### config.mk
export PLATFORM = sky130hd
export DESIGN_NAME = tachometer_rpm_estimator_core
export DESIGN_NICKNAME = d
export VERILOG_FILES = /design/src/rtl/tre_pkg.sv /design/src/rtl/tre_front.sv /design/src/rtl/tre_fifo.sv /design/src/rtl/tre_back.sv /design/src/rtl/tachometer_rpm_estimator_core.sv
export SDC_FILE = /design/constraint.sdc
export NUM_CORES = 2
export LEC_CHECK = 0
export ABC_AREA = 1
export BUFFER_PORTS_ARGS = -buffer_cell sky130_fd_sc_hd__buf_2
export CAP_MARGIN = 30
export CORE_MARGIN = 8
export CORE_UTILIZATION = 55
export DETAILED_ROUTE_END_ITERATION = 8
export PLACE_DENSITY = 0.78
export SYNTH_ARGS = -nofsm -noshare
export SYNTH_HDL_FRONTEND = slang
export SYNTH_SLANG_ARGS = --single-unit
### constraint.sdc
create_clock -name clk_i -period 8.6 [get_ports clk_i]
set_clock_uncertainty 0.15 [all_clocks]
set_input_delay 0 -clock clk_i [delete_from_list [all_inputs] [get_ports clk_i]]
set_output_delay 0 -clock clk_i [all_outputs]
set_load 0.02 [all_outputs]
### src/rtl/tre_pkg.sv
`default_nettype none
// ----------------------------------------------------------------------------
// tre_pkg
// Shared types and constants of the pulse-period tachometer.
// ----------------------------------------------------------------------------
package tre_pkg;

  localparam int STAMP_DEPTH     = 3;
  localparam int TIME_W          = 48;
  localparam int SPEED_FRAC_BITS = 4;
  localparam int OP_W            = 2;
  localparam int SPEED_W         = 16;

  localparam int PPR_W = 7;
  localparam int DEB_W = 20;
  localparam int TMO_W = 32;
  localparam int MAX_W = 12;

  localparam int CFG_IDX_W  = 2;
  localparam int CFG_DATA_W = 32;

  // microseconds per minute, scaled into the speed fixed point
  localparam longint SPEED_NUM = 64'd60000000 << SPEED_FRAC_BITS;
  localparam int     QUOT_W    = $clog2(SPEED_NUM + 1);
  localparam int     PROD_W    = QUOT_W + PPR_W;
  localparam int     DIV_CNT_W = $clog2(QUOT_W);
  localparam int     HIST_CNT_W = $clog2(STAMP_DEPTH + 1);

  localparam logic [SPEED_W-1:0] SLEW_LOW_TH  = SPEED_W'(250 << SPEED_FRAC_BITS);
  localparam logic [SPEED_W-1:0] SLEW_HIGH_TH = SPEED_W'(600 << SPEED_FRAC_BITS);
  localparam logic [SPEED_W-1:0] STEP_LOW     = SPEED_W'(100 << SPEED_FRAC_BITS);
  localparam logic [SPEED_W-1:0] STEP_MID     = SPEED_W'(50 << SPEED_FRAC_BITS);
  localparam logic [SPEED_W-1:0] STEP_HIGH    = SPEED_W'(30 << SPEED_FRAC_BITS);
  localparam logic [SPEED_W-1:0] SPEED_MAX    =
    SPEED_W'(((1 << MAX_W) - 1) << SPEED_FRAC_BITS);

  localparam int FIFO_DEPTH = 2;
  localparam int FIFO_AW    = $clog2(FIFO_DEPTH);
  localparam int FIFO_CW    = $clog2(FIFO_DEPTH + 1);

  localparam logic [PPR_W-1:0] PPR_RST = PPR_W'(1);
  localparam logic [DEB_W-1:0] DEB_RST = DEB_W'(2000);
  localparam logic [TMO_W-1:0] TMO_RST = TMO_W'(2000000);
  localparam logic [MAX_W-1:0] MAX_RST = MAX_W'(1500);

  localparam logic [CFG_IDX_W-1:0] CFG_PPR      = 2'd0;
  localparam logic [CFG_IDX_W-1:0] CFG_DEBOUNCE = 2'd1;
  localparam logic [CFG_IDX_W-1:0] CFG_TIMEOUT  = 2'd2;
  localparam logic [CFG_IDX_W-1:0] CFG_MAX_RPM  = 2'd3;

  typedef enum logic [OP_W-1:0] {
    OP_PULSE = 2'd0,
    OP_READ  = 2'd1,
    OP_CLEAR = 2'd2
  } tre_op_e;

  typedef enum logic [1:0] {
    KIND_RESULT = 2'd0,
    KIND_READ   = 2'd1,
    KIND_CLEAR  = 2'd2
  } tre_kind_e;

  typedef struct packed {
    logic [PPR_W-1:0] pulses_per_rev;
    logic [DEB_W-1:0] debounce_us;
    logic [TMO_W-1:0] timeout_us;
    logic [MAX_W-1:0] max_rpm;
  } tre_cfg_t;

  typedef struct packed {
    tre_kind_e         kind;
    logic              acc;
    logic              early;
    logic [TIME_W-1:0] d1;
    logic [TIME_W-1:0] d2;
  } tre_cmd_t;

endpackage
`default_nettype wire

### src/rtl/tre_front.sv
`default_nettype none
// ----------------------------------------------------------------------------
// tre_front
// Takes input transactions, keeps the stamp history and debounce state, and
// hands one classified command per transaction to the command queue.
// ----------------------------------------------------------------------------
module tre_front
  import tre_pkg::*;
(
  input  logic              clk_i,
  input  logic              rst_ni,
  input  tre_cfg_t          cfg_i,
  input  logic              in_valid_i,
  output logic              in_ready_o,
  input  logic [OP_W-1:0]   in_op_i,
  input  logic [TIME_W-1:0] in_time_i,
  input  logic              q_full_i,
  output logic              q_push_o,
  output tre_cmd_t          q_cmd_o
);

  logic [TIME_W-1:0]     hist_q [STAMP_DEPTH];
  logic [TIME_W-1:0]     hist_d [STAMP_DEPTH];
  logic [TIME_W-1:0]     last_acc_q, last_acc_d;
  logic [HIST_CNT_W-1:0] cnt_q, cnt_d;
  logic [TIME_W-1:0]     since_last, age, d1, d2;
  logic                  deb_ok;

  assign in_ready_o = !q_full_i;
  assign q_push_o   = in_valid_i && !q_full_i;

  always_comb begin
    since_last = in_time_i - last_acc_q;
    age        = in_time_i - hist_q[0];
    d1         = hist_q[0] - hist_q[1];
    d2         = hist_q[1] - hist_q[2];
    deb_ok     = since_last >= TIME_W'(cfg_i.debounce_us);

    q_cmd_o      = '0;
    q_cmd_o.kind = KIND_RESULT;
    q_cmd_o.d1   = d1;
    q_cmd_o.d2   = d2;
    case (in_op_i)
      OP_PULSE: q_cmd_o.acc = deb_ok;
      OP_READ: begin
        q_cmd_o.kind  = KIND_READ;
        q_cmd_o.early = (age > TIME_W'(cfg_i.timeout_us)) ||
                        (cnt_q != HIST_CNT_W'(STAMP_DEPTH)) ||
                        (d1 == '0) || (d2 == '0);
      end
      OP_CLEAR: q_cmd_o.kind = KIND_CLEAR;
      default: ;
    endcase
  end

  // history kept newest first, shifted on every stored edge
  always_comb begin
    hist_d     = hist_q;
    last_acc_d = last_acc_q;
    cnt_d      = cnt_q;
    if (q_push_o) begin
      if (in_op_i == OP_PULSE && deb_ok) begin
        for (int i = STAMP_DEPTH - 1; i > 0; i--) begin
          hist_d[i] = hist_q[i-1];
        end
        hist_d[0]  = in_time_i;
        last_acc_d = in_time_i;
        if (cnt_q != HIST_CNT_W'(STAMP_DEPTH)) begin
          cnt_d = cnt_q + 1'b1;
        end
      end else if (in_op_i == OP_CLEAR) begin
        last_acc_d = '0;
        cnt_d      = '0;
      end
    end
  end

  always_ff @(posedge clk_i or negedge rst_ni) begin
    if (!rst_ni) begin
      last_acc_q <= '0;
      cnt_q      <= '0;
    end else begin
      last_acc_q <= last_acc_d;
      cnt_q      <= cnt_d;
    end
  end

  always_ff @(posedge clk_i) begin
    hist_q <= hist_d;
  end

endmodule
`default_nettype wire

### src/rtl/tre_fifo.sv
`default_nettype none
// ----------------------------------------------------------------------------
// tre_fifo
// Short command queue between the front and the back.
// ----------------------------------------------------------------------------
module tre_fifo
  import tre_pkg::*;
(
  input  logic     clk_i,
  input  logic     rst_ni,
  input  logic     push_i,
  input  tre_cmd_t push_data_i,
  output logic     full_o,
  input  logic     pop_i,
  output logic     valid_o,
  output tre_cmd_t data_o
);

  tre_cmd_t             mem_q [FIFO_DEPTH];
  logic [FIFO_AW-1:0]   wr_q, wr_d, rd_q, rd_d;
  logic [FIFO_CW-1:0]   cnt_q, cnt_d;

  assign full_o  = cnt_q == FIFO_CW'(FIFO_DEPTH);
  assign valid_o = cnt_q != '0;
  assign data_o  = mem_q[rd_q];

  always_comb begin
    wr_d  = wr_q;
    rd_d  = rd_q;
    cnt_d = cnt_q;
    if (push_i) begin
      wr_d = (wr_q == FIFO_AW'(FIFO_DEPTH - 1)) ? '0 : wr_q + 1'b1;
    end
    if (pop_i) begin
      rd_d = (rd_q == FIFO_AW'(FIFO_DEPTH - 1)) ? '0 : rd_q + 1'b1;
    end
    if (push_i && !pop_i) begin
      cnt_d = cnt_q + 1'b1;
    end else if (pop_i && !push_i) begin
      cnt_d = cnt_q - 1'b1;
    end
  end

  always_ff @(posedge clk_i or negedge rst_ni) begin
    if (!rst_ni) begin
      wr_q  <= '0;
      rd_q  <= '0;
      cnt_q <= '0;
    end else begin
      wr_q  <= wr_d;
      rd_q  <= rd_d;
      cnt_q <= cnt_d;
    end
  end

  always_ff @(posedge clk_i) begin
    if (push_i) begin
      mem_q[wr_q] <= push_data_i;
    end
  end

endmodule
`default_nettype wire

### src/rtl/tre_back.sv
`default_nettype none
// ----------------------------------------------------------------------------
// tre_back
// Executes queued commands: interval to speed through a multiply and a
// one-bit-per-cycle divider, averaging, slew limiting and the result register.
// ----------------------------------------------------------------------------
module tre_back
  import tre_pkg::*;
(
  input  logic               clk_i,
  input  logic               rst_ni,
  input  tre_cfg_t           cfg_i,
  input  logic               cmd_valid_i,
  input  tre_cmd_t           cmd_i,
  output logic               pop_o,
  output logic               out_valid_o,
  input  logic               out_ready_i,
  output logic [SPEED_W-1:0] out_rpm_o,
  output logic               out_acc_o
);

  typedef enum logic [5:0] {
    ST_IDLE = 6'b000001,
    ST_MUL  = 6'b000010,
    ST_DIV  = 6'b000100,
    ST_AVG  = 6'b001000,
    ST_SLEW = 6'b010000,
    ST_OUT  = 6'b100000
  } state_e;

  state_e               state_q, state_d;
  logic [TIME_W-1:0]    d1_q, d1_d, d2_q, d2_d;
  logic                 sel_q, sel_d;
  logic [PROD_W-1:0]    prod_q, prod_d;
  logic                 big_q, big_d;
  logic [QUOT_W-1:0]    rem_q, rem_d, quo_q, quo_d;
  logic [DIV_CNT_W-1:0] cnt_q, cnt_d;
  logic [SPEED_W-1:0]   s1_q, s1_d, s2_q, s2_d, avg_q, avg_d, last_q, last_d;
  logic [SPEED_W-1:0]   res_rpm_q, res_rpm_d;
  logic                 res_acc_q, res_acc_d;
  logic                 out_valid_q, out_valid_d;
  logic [SPEED_W-1:0]   out_rpm_q, out_rpm_d;
  logic                 out_acc_q, out_acc_d;

  logic [TIME_W-1:0]    d_sel;
  logic [PPR_W-1:0]     ppr_eff;
  logic                 skip;
  logic [QUOT_W:0]      trial, divisor;
  logic                 ge;
  logic [QUOT_W-1:0]    quo_nx;
  logic [QUOT_W-1:0]    limit;
  logic [SPEED_W-1:0]   spd;
  logic [SPEED_W:0]     sum;
  logic [SPEED_W-1:0]   step, diff, slewed;

  assign pop_o       = (state_q == ST_IDLE) && cmd_valid_i;
  assign out_valid_o = out_valid_q;
  assign out_rpm_o   = out_rpm_q;
  assign out_acc_o   = out_acc_q;

  // datapath pieces
  always_comb begin
    d_sel   = sel_q ? d2_q : d1_q;
    ppr_eff = (cfg_i.pulses_per_rev == '0) ? PPR_W'(1) : cfg_i.pulses_per_rev;
    // product beyond the numerator gives a zero quotient
    skip    = big_q || (prod_q > PROD_W'(SPEED_NUM));
    divisor = {1'b0, prod_q[QUOT_W-1:0]};
    trial   = {rem_q, quo_q[QUOT_W-1]};
    ge      = trial >= divisor;
    quo_nx  = {quo_q[QUOT_W-2:0], ge};
    limit   = QUOT_W'({cfg_i.max_rpm, {SPEED_FRAC_BITS{1'b0}}});
    spd     = (skip || quo_nx > limit) ? '0 : quo_nx[SPEED_W-1:0];
    sum     = {1'b0, s1_q} + {1'b0, s2_q};
    if (last_q < SLEW_LOW_TH) begin
      step = STEP_LOW;
    end else if (last_q <= SLEW_HIGH_TH) begin
      step = STEP_MID;
    end else begin
      step = STEP_HIGH;
    end
    diff = (avg_q > last_q) ? (avg_q - last_q) : (last_q - avg_q);
    if (last_q == '0 || avg_q == '0 || diff <= step) begin
      slewed = avg_q;
    end else if (avg_q > last_q) begin
      slewed = last_q + step;
    end else begin
      slewed = last_q - step;
    end
  end

  always_comb begin
    state_d     = state_q;
    d1_d        = d1_q;
    d2_d        = d2_q;
    sel_d       = sel_q;
    prod_d      = prod_q;
    big_d       = big_q;
    rem_d       = rem_q;
    quo_d       = quo_q;
    cnt_d       = cnt_q;
    s1_d        = s1_q;
    s2_d        = s2_q;
    avg_d       = avg_q;
    last_d      = last_q;
    res_rpm_d   = res_rpm_q;
    res_acc_d   = res_acc_q;
    out_valid_d = out_valid_q && !out_ready_i;
    out_rpm_d   = out_rpm_q;
    out_acc_d   = out_acc_q;

    unique case (state_q)
      ST_IDLE: begin
        if (cmd_valid_i) begin
          d1_d      = cmd_i.d1;
          d2_d      = cmd_i.d2;
          sel_d     = 1'b0;
          res_rpm_d = '0;
          res_acc_d = 1'b0;
          state_d   = ST_OUT;
          case (cmd_i.kind)
            KIND_RESULT: res_acc_d = cmd_i.acc;
            KIND_CLEAR:  last_d = '0;
            KIND_READ: begin
              if (!cmd_i.early) begin
                state_d = ST_MUL;
              end
            end
            default: ;
          endcase
        end
      end
      ST_MUL: begin
        big_d   = |d_sel[TIME_W-1:QUOT_W];
        prod_d  = PROD_W'(d_sel[QUOT_W-1:0]) * PROD_W'(ppr_eff);
        rem_d   = '0;
        quo_d   = QUOT_W'(SPEED_NUM);
        cnt_d   = '0;
        state_d = ST_DIV;
      end
      ST_DIV: begin
        rem_d = ge ? QUOT_W'(trial - divisor) : QUOT_W'(trial);
        quo_d = quo_nx;
        cnt_d = cnt_q + 1'b1;
        if (skip || cnt_q == DIV_CNT_W'(QUOT_W - 1)) begin
          if (!sel_q) begin
            s1_d    = spd;
            sel_d   = 1'b1;
            state_d = ST_MUL;
          end else begin
            s2_d    = spd;
            state_d = ST_AVG;
          end
        end
      end
      ST_AVG: begin
        avg_d   = (s1_q != '0 && s2_q != '0) ? sum[SPEED_W:1] : sum[SPEED_W-1:0];
        state_d = ST_SLEW;
      end
      ST_SLEW: begin
        res_rpm_d = slewed;
        last_d    = slewed;
        state_d   = ST_OUT;
      end
      ST_OUT: begin
        if (!out_valid_q || out_ready_i) begin
          out_valid_d = 1'b1;
          out_rpm_d   = res_rpm_q;
          out_acc_d   = res_acc_q;
          state_d     = ST_IDLE;
        end
      end
      default: state_d = ST_IDLE;
    endcase
  end

  always_ff @(posedge clk_i or negedge rst_ni) begin
    if (!rst_ni) begin
      state_q     <= ST_IDLE;
      last_q      <= '0;
      out_valid_q <= 1'b0;
    end else begin
      state_q     <= state_d;
      last_q      <= last_d;
      out_valid_q <= out_valid_d;
    end
  end

  always_ff @(posedge clk_i) begin
    d1_q      <= d1_d;
    d2_q      <= d2_d;
    sel_q     <= sel_d;
    prod_q    <= prod_d;
    big_q     <= big_d;
    rem_q     <= rem_d;
    quo_q     <= quo_d;
    cnt_q     <= cnt_d;
    s1_q      <= s1_d;
    s2_q      <= s2_d;
    avg_q     <= avg_d;
    res_rpm_q <= res_rpm_d;
    res_acc_q <= res_acc_d;
    out_rpm_q <= out_rpm_d;
    out_acc_q <= out_acc_d;
  end

`ifndef SYNTHESIS
  a_acc_no_speed: assert property (@(posedge clk_i) disable iff (!rst_ni)
    (out_valid_q && out_acc_q) |-> (out_rpm_q == '0))
    else $error("pulse transaction carries a speed");

  a_speed_range: assert property (@(posedge clk_i) disable iff (!rst_ni)
    out_valid_q |-> (out_rpm_q <= SPEED_MAX))
    else $error("speed beyond the largest limit");

  a_div_rem: assert property (@(posedge clk_i) disable iff (!rst_ni)
    (state_q == ST_DIV && !skip) |-> (rem_q < prod_q[QUOT_W-1:0]))
    else $error("divider remainder not below divisor");

  a_last_range: assert property (@(posedge clk_i) disable iff (!rst_ni)
    (state_q == ST_SLEW) |=> (last_q <= SPEED_MAX))
    else $error("last speed out of range");
`endif

endmodule
`default_nettype wire

### src/rtl/tachometer_rpm_estimator_core.sv
`default_nettype none
// ----------------------------------------------------------------------------
// tachometer_rpm_estimator_core
// Pulse-period tachometer with debounce, timeout, averaging and slew limit.
// ----------------------------------------------------------------------------
// usage
//   s_axis: one transaction per event, opcode in tuser (pulse edge, read,
//   clear), microsecond stamp in tdata. m_axis: exactly one result per input
//   transaction, in order: speed in 1/16 rpm (reads only) and the flag telling
//   whether a pulse edge was stored.
//   the front takes a transaction every cycle while its two-entry command
//   queue has room; the back works on one command at a time.
//   pulse, clear and early-zero reads go from idle straight to the output
//   state in the back. full reads pass twice through the shared 30-step
//   restoring divider (a multiply step and 30 quotient bits per interval),
//   then through averaging and slew limiting.
//   configuration writes (cfg_we_i) take effect at once; write only while the
//   block is idle.
//   reset empties the history, the queue and the output register and loads
//   the register defaults. a stalled m_axis holds its result; the back then
//   waits, the queue fills and s_axis_tready drops.
// ----------------------------------------------------------------------------
module tachometer_rpm_estimator_core
  import tre_pkg::*;
(
  input  logic                  clk_i,
  input  logic                  rst_ni,
  input  logic                  cfg_we_i,
  input  logic [CFG_IDX_W-1:0]  cfg_idx_i,
  input  logic [CFG_DATA_W-1:0] cfg_wdata_i,
  input  logic                  s_axis_tvalid,
  output logic                  s_axis_tready,
  input  logic [47:0]           s_axis_tdata,  // [47:0] time_us
  input  logic [1:0]            s_axis_tuser,  // [1:0] opcode
  output logic                  m_axis_tvalid,
  input  logic                  m_axis_tready,
  output logic [23:0]           m_axis_tdata   // [15:0] rpm_q4, [16] pulse_accepted
);

  tre_cfg_t           cfg_q, cfg_d;
  logic               q_full, q_push, q_valid, q_pop;
  tre_cmd_t           q_cmd_in, q_cmd_out;
  logic [SPEED_W-1:0] rpm;
  logic               acc;

  always_comb begin
    cfg_d = cfg_q;
    if (cfg_we_i) begin
      unique case (cfg_idx_i)
        CFG_PPR:      cfg_d.pulses_per_rev = cfg_wdata_i[PPR_W-1:0];
        CFG_DEBOUNCE: cfg_d.debounce_us    = cfg_wdata_i[DEB_W-1:0];
        CFG_TIMEOUT:  cfg_d.timeout_us     = cfg_wdata_i[TMO_W-1:0];
        CFG_MAX_RPM:  cfg_d.max_rpm        = cfg_wdata_i[MAX_W-1:0];
        default: ;
      endcase
    end
  end

  always_ff @(posedge clk_i or negedge rst_ni) begin
    if (!rst_ni) begin
      cfg_q.pulses_per_rev <= PPR_RST;
      cfg_q.debounce_us    <= DEB_RST;
      cfg_q.timeout_us     <= TMO_RST;
      cfg_q.max_rpm        <= MAX_RST;
    end else begin
      cfg_q <= cfg_d;
    end
  end

  tre_front u_front (
    .clk_i      (clk_i),
    .rst_ni     (rst_ni),
    .cfg_i      (cfg_q),
    .in_valid_i (s_axis_tvalid),
    .in_ready_o (s_axis_tready),
    .in_op_i    (s_axis_tuser),
    .in_time_i  (s_axis_tdata),
    .q_full_i   (q_full),
    .q_push_o   (q_push),
    .q_cmd_o    (q_cmd_in)
  );

  tre_fifo u_fifo (
    .clk_i       (clk_i),
    .rst_ni      (rst_ni),
    .push_i      (q_push),
    .push_data_i (q_cmd_in),
    .full_o      (q_full),
    .pop_i       (q_pop),
    .valid_o     (q_valid),
    .data_o      (q_cmd_out)
  );

  tre_back u_back (
    .clk_i       (clk_i),
    .rst_ni      (rst_ni),
    .cfg_i       (cfg_q),
    .cmd_valid_i (q_valid),
    .cmd_i       (q_cmd_out),
    .pop_o       (q_pop),
    .out_valid_o (m_axis_tvalid),
    .out_ready_i (m_axis_tready),
    .out_rpm_o   (rpm),
    .out_acc_o   (acc)
  );

  assign m_axis_tdata = {7'd0, acc, rpm};

endmodule
`default_nettype wire

Yosys cells after proc, flatten, opt, wreduce, memory -nomap -nowiden
Memories as Yosys holds them, arrays and structs flattened. Index checks and enable logic that the tools add are counted.

Output and inout bits: 26. Register bits after elaboration: 574. RAM bits: 200. Input bits: 89. Latch bits: 0. Memories: 1. Logic and storage cells: 176. Bits in read-only memories: 0.

Shifts and indexed selects: 0. Bitwise gates (word level): 1. $lt $le $gt $ge: 9. Divide/modulo/power cells: 0. Muxes and demuxes: 44. Eq/ne operators: 21. Reductions and logical operators: 53. $mul: 1. $add $sub $neg: 16.

Memories: u_fifo.mem_q (words 2, width 100, read ports 1, clocked after Yosys merged registers in 0, write ports 1, line tre_fifo.sv:19) `tre_cmd_t mem_q [FIFO_DEPTH];`.

Operators with widths (number): subtractor 48 bit (4); two-way mux 48 bit (3); two-way mux 16 bit (8); one-hot mux 30 bit (2 select lines) (2); logical NOT 48 bit (2); one-hot mux 16 bit (2 select lines) (2); greater-or-equal comparator 48 x 20 -> 1 bit (1); greater-than comparator 48 x 32 -> 1 bit (1); greater-than comparator 37 x 30 -> 1 bit, second input constant (1); multiplier 30 x 7 -> 37 bit (1); one-hot mux 6 bit (6 select lines) (1); logical NOT 16 bit (2); nonzero test 16 bit (2); subtractor 16 bit (2); greater-or-equal comparator 31 x 30 -> 1 bit (1); greater-than comparator 30 x 16 -> 1 bit (1); two-way mux 30 bit (1); two-way mux 6 bit (5); subtractor 30 bit (1); AND reduction 2 bit (9); AND reduction 3 bit (6); OR reduction 18 bit (1); adder 16 x 16 -> 17 bit (1); adder 16 x 11 -> 16 bit (1); other kinds (36) (86).

Longest topological paths before layout
Depth in word-level cells: 7. Mapped depth: 32. Depth with buffers taken out: 32.

By module
Synthesis repeated with hierarchy kept, for this count alone.

Cells, all modules: 7075. Area total of the unflattened synthesis: 57198.6 um2.

Modules (own cells, without submodules): tre_front (cells each 3786, seq. area each 5575.3 um2, area an instance 23168.5 um2, instances 1); tre_back (cells each 2625, seq. area each 9044.9 um2, area an instance 23097.2 um2, instances 1); tre_fifo (cells each 336, seq. area each 6105.9 um2, area an instance 7872.6 um2, instances 1); tachometer_rpm_estimator_core (cells each 328, seq. area each 1803.0 um2, area an instance 3060.4 um2, instances 1).

Least setup slack after synthesis
Ideal clock, no wire load.

Path type: reg-to-reg. Start: register u_back.state_q[5]. End: register u_fifo.cnt_q[1]. Path slack: 1178 ps. Buffers on the path: 0. Setup time: 131 ps. Required time: 8319 ps. Cell stages (with the launch flop): 11. Clock period less this slack: 7422 ps. Arrival time: 7141 ps. Cell sequence: dfrtp_1 > nor2_1 > inv_1 > nor4_1 > inv_1 > a21oi_1 > inv_1 > ha_1 > a21oi_1 > o21ai_0 > xor2_1.

Word-level cells in the longest chain between the ends: 5. Elaborated cells on any way between the ends: 7. Those cells by class: eq/ne (1); mux (1); reduce/logical (5).

Ends and longest elaborated chain: from (decl) (line tre_back.sv:31) `state_e state_q, state_d;`; from (signal assigned) (line tre_back.sv:182) `state_q <= state_d;`; equality test 6 x 1 -> 1 bit (*) (line tre_back.sv:56) `assign pop_o = (state_q == ST_IDLE) && cmd_valid_i;`; logical AND 1 bit (*) (line tre_back.sv:56); via q_pop (line tachometer_rpm_estimator_core.sv:41) `logic q_full, q_push, q_valid, q_pop;`; logical NOT 1 bit (line tre_fifo.sv:37) `if (push_i && !pop_i) begin`; logical AND 1 bit (line tre_fifo.sv:37); two-way mux 2 bit or nonzero test 2 bit (tied branches); to (signal assigned) (line tre_fifo.sv:52) `cnt_q <= cnt_d;`; to (decl) (line tre_fifo.sv:21) `logic [FIFO_CW-1:0] cnt_q, cnt_d;`.

Mark *: on every way through the listed nets, which the timed path passes. The rest lies on a longest branch. A chain may end at the register's enable or synchronous reset.

Final worst setup path
Start: register cfg_q[66] (netlist bit). End: register u_back.prod_q[29] (data pin).

Word-level cells in the longest chain between the ends: 3.

Ends and longest elaborated chain: from (decl) (line tachometer_rpm_estimator_core.sv:40) `tre_cfg_t cfg_q, cfg_d;`; from (signal assigned) (line tachometer_rpm_estimator_core.sv:66) `cfg_q <= cfg_d;`; logical NOT 7 bit (line tre_back.sv:64) `ppr_eff = (cfg_i.pulses_per_rev == '0) ? PPR_W'(1) : cfg_i.pulses_per_rev;`; two-way mux 7 bit (*) (line tre_back.sv:64); multiplier 30 x 7 -> 37 bit (*) (line tre_back.sv:134) `prod_d = PROD_W'(d_sel[QUOT_W-1:0]) * PROD_W'(ppr_eff);`; to (signal assigned) (line tre_back.sv:192) `prod_q <= prod_d;`; to (decl) (line tre_back.sv:34) `logic [PROD_W-1:0] prod_q, prod_d;`.

Every way passes the cells marked *; elsewhere a longest branch is shown, timed or not.

==> results by group <==
Timing
  – Post-route minimum period: between 6 and 7 ns
  – Tightest Pin Transition: between 0.9 and 1 ns
  – # setup viols final: 0
  – Final setup TNS: 0 ns
  – Final Max Slew Viols: 0
  – Slew HR: 0.391
  – Fmax: 151 MHz
  – Final Cycle Share: 0.771
  – RSZ-0062 raised after global routing: no
  – Final Hold Fails: 0
  – Final worst slack: 1.97 ns

Setup path
  – Reg2reg start: cfg_q[66]
  – Reg2Reg Depth: 18
  – Slowest-stage cell, CP: clkinv_1
  – CP top delay family: adder cells
  – Most frequent CP cell: fa_1
  – Crit. End Element: register
  – Largest stage delay on the critical path: roughly 0.79 ns
  – CP startpoint kind: register
  – Cell count along the critical path: 18
  – Req. time, crit path: 8.87 ns
  – Setup Crit Path Kind: reg2reg
  – Crit path DAT: 6.90 ns
  – End point of the critical path: u_back.prod_q[29]
  – Worst reg-to-reg setup slack: a little under 2 ns
  – Reg2reg end: u_back.prod_q[29]
  – Bufs and invs on worst path: 3
  – CP Cell Sequence: clkinv_1 -> nor2_1 -> fa_1 -> fa_1 -> fa_1 -> inv_1 -> fa_1 -> inv_1 -> ha_1 -> nand2_1 -> nor2_1 -> nand2_1 -> nor4b_1 -> a21oi_1 -> o21ai_0 -> a21oi_1 -> o21ai_0 -> xor2_1
  – Crit path launch: cfg_q[66]
  – CP max FO: 26

Final layout
  – Core Util, Final: 0.620
  – Most common cell after layout, fill and taps aside: nand2_1
  – Fin nets: 8043
  – Share of cells above drive strength 1: 0.0514
  – Area delta synth->final: 12.2%
  – Most frequent cells in the layout: 2023 x nand2_1, 1282 x inv_1, 706 x nor2_1

Die
  – Die area: 0.112 mm^2
  – Die Y: 335 um
  – # rows: between 100 and 150
  – Core area: 0.101 mm^2
  – Initial Utilization: 0.553
  – Number of I/O pins: 115
  – Die W: 335 um

Route
  – Post-route ant nets: 0
  – DR WL/cell: 19.3 um
  – Total wire length: 171000 um
  – TritonRoute pass-1 iters: 7
  – DR iter-0 viols: 3064
  – DRC viols: 0
  – DR vias: ~48000
  – Number of vias per cell: 5.44

Power and ir drop
  – Maximum vdd drop: between 0.0003 and 0.0004 V
  – Lkg Pwr: approximately 30 nW
  – Pwr Density: 331 mW/mm^2

GRT
  – Largest net degree at the start of global routing: 114
  – Vias in the first global route: roughly 49000
  – Global route overflow: 0
  – GRT Util Overall: 0.302
  – First-pass GRT wire length: around 270000 um
  – Initial antenna violation count: 8

Synthesis
  – Cells after Synth: just over 7000
  – Number of synthesized flops with an enable pin: 626
  – Register area share after synthesis: 0.402
  – Yosys cell types: 69
  – Synthesized flop and latch total: 774
  – Main synth FF type: edfxtp_1
  – Ys async rst share: 0.191
  – Yosys Warn Count: 0
  – Post-synthesis cell area: 0.0560 mm^2
  – Syn Area/Cell: around 7.9 um^2

Placement
  – GP Congestion: 1.00
  – HPWL Detailed: 133000 um
  – Pre-CTS WS: 2.02 ns
  – I/O Buffers: approximately 110

Flow run
  – Max_cap viols: 0

Clock tree
  – Worst-path clk slew: 0.06 ns
  – CTS Buf Count: 86
  – TritonCTS clock tree: done
  – CTS sink cnt: 774
  – Setup repair bufs after CTS: 0
  – CTS Buffer Depth: 3
  – CTS Root Cell: clkbuf_16
  – Skew-Pair Late Insertion Delay: 0.69 ns
  – Htree depth: 3

Run status
  – Status: finished, final reports clean

Min path
  – Hold WC Path Type: in2reg
  – Worst hold stages: 4
-- cell usage after synthesis, drive strengths merged (10+ instances only) --
library cell | number | area [um^2]
a21o | 25 | 188
a21oi | 388 | 1950
a31oi | 21 | 131
and2 | 11 | 68.8
buf | 36 | 249
clkbuf | 69 | 260
dfrtp | 126 | 3150
dfstp | 22 | 578
edfxtp | 626 | 18800
fa | 147 | 2940
ha | 404 | 5050
inv | 1298 | 4870
nand2 | 2039 | 7710
nand3 | 294 | 1520
nand3b | 23 | 189
nand4 | 96 | 601
nor2 | 715 | 2720
nor3 | 47 | 250
nor4 | 45 | 282
o211ai | 10 | 88.8
o21a | 12 | 90.1
o21ai | 344 | 1810
o21bai | 40 | 304
or2 | 13 | 81.3
xnor2 | 63 | 552
xor2 | 128 | 1120
-- where the power goes --
group,switching [W],internal [W]
sequential,0.000310,0.00550
clock,0.00162,0.00217
combinational,0.00731,0.00388
-- per-stage QoR --
step / hold slack [ns] / instances / cell area [um^2] / total power [W]
after floorplan: -0.446 / 7102 / 56000 / 0.0141
after global placement: -0.0316 / 8497 / 58000 / 0.0166
after detailed placement: -0.0285 / 8499 / 58000 / 0.0169
after CTS: 0.00237 / 8842 / 62800 / 0.0208
after global routing: 0.0301 / 8842 / 62800 / 0.0227
final: 0.0269 / 8846 / 62800 / 0.0208
-- sequential cells by signal (all words and copies together) (netlist names), 30 cells and up --
| name | count |
|---|---|
| cfg_q | 71 |
| u_back.d1_q | 48 |
| u_back.d2_q | 48 |
| u_back.prod_q | 37 |
| u_back.quo_q | 30 |
| u_back.rem_q | 30 |
| u_fifo.mem_q | 200 |
| u_front.hist_q | 144 |
| u_front.last_acc_q | 48 |
-- worst register-to-register path: cells and delay by family, from the launching register on --
kind / cells / cell delay, ns
and+or+nand+nor: 5 / 1.19
AOI/OAI and AO/OA: 4 / 1.04
adders and majority gates: 5 / 2.43
xor gates and xnor gates: 1 / 0.09
buffers and inverters: 3 / 0.89
DFF: 1 / 0.59
-- area by class of cell --
cell class / count / area, um^2
flip-flops and latches: 774 / 22500
clock buffers: 107 / 2320
diodes: 4 / 10.0
well taps: 1368 / 1710
repair buffers: 318 / 2640
inverters: 1305 / 4910
clock inverters: 52 / 548
fillers: 8864 / 38500
multi-input cells: 4918 / 28100
-- what timing repair did --
item | CTS | global route
hold endpoints to repair | 295 | 0
gates resized for setup | 0 | 0
hold buffers | 184 | 0
-- worst min-delay path by stage --
stage | slack [ns] | to | start
6_report | 0.03 | u_front.last_acc_q[43] | s_axis_tdata[43]
5_1_grt | 0.03 | u_front.last_acc_q[7] | s_axis_tdata[7]
4_1_cts | 0.002 | u_front.last_acc_q[43] | s_axis_tdata[43]
3_5_place_dp | -0.03 | u_front.last_acc_q[34] | rst_ni
3_3_place_gp | -0.03 | u_front.last_acc_q[34] | rst_ni
2_1_floorplan | -0.45 | cfg_q[0] | rst_ni
-- kinds of logic (layout without fill, tap and decap cells) --
family | after synthesis | in the layout | share of synthesized area
AOI/OAI and AO/OA | 873 | 873 | 0.0863
xor gates and xnor gates | 191 | 191 | 0.0299
adders and majority gates | 551 | 551 | 0.143
buffers and inverters | 1410 | 1782 | 0.0966
DFF | 774 | 774 | 0.402
muxes | 9 | 9 | 0.00161
other | 1 | 11 | 0.0000670
and+or+nand+nor | 3287 | 3287 | 0.240
-- metal layers --
layer,share of wire,up-vias,wire length (um),GRT usage
met5,0.000082,-,14,0
met4,0.071,2,12100,0.178
met3,0.055,515,9380,0.0414
met2,0.49,1651,84400,0.539
met1,0.38,22500,65200,0.345
li1,-,23400,-,-
(Power assumes the default switching activity.)
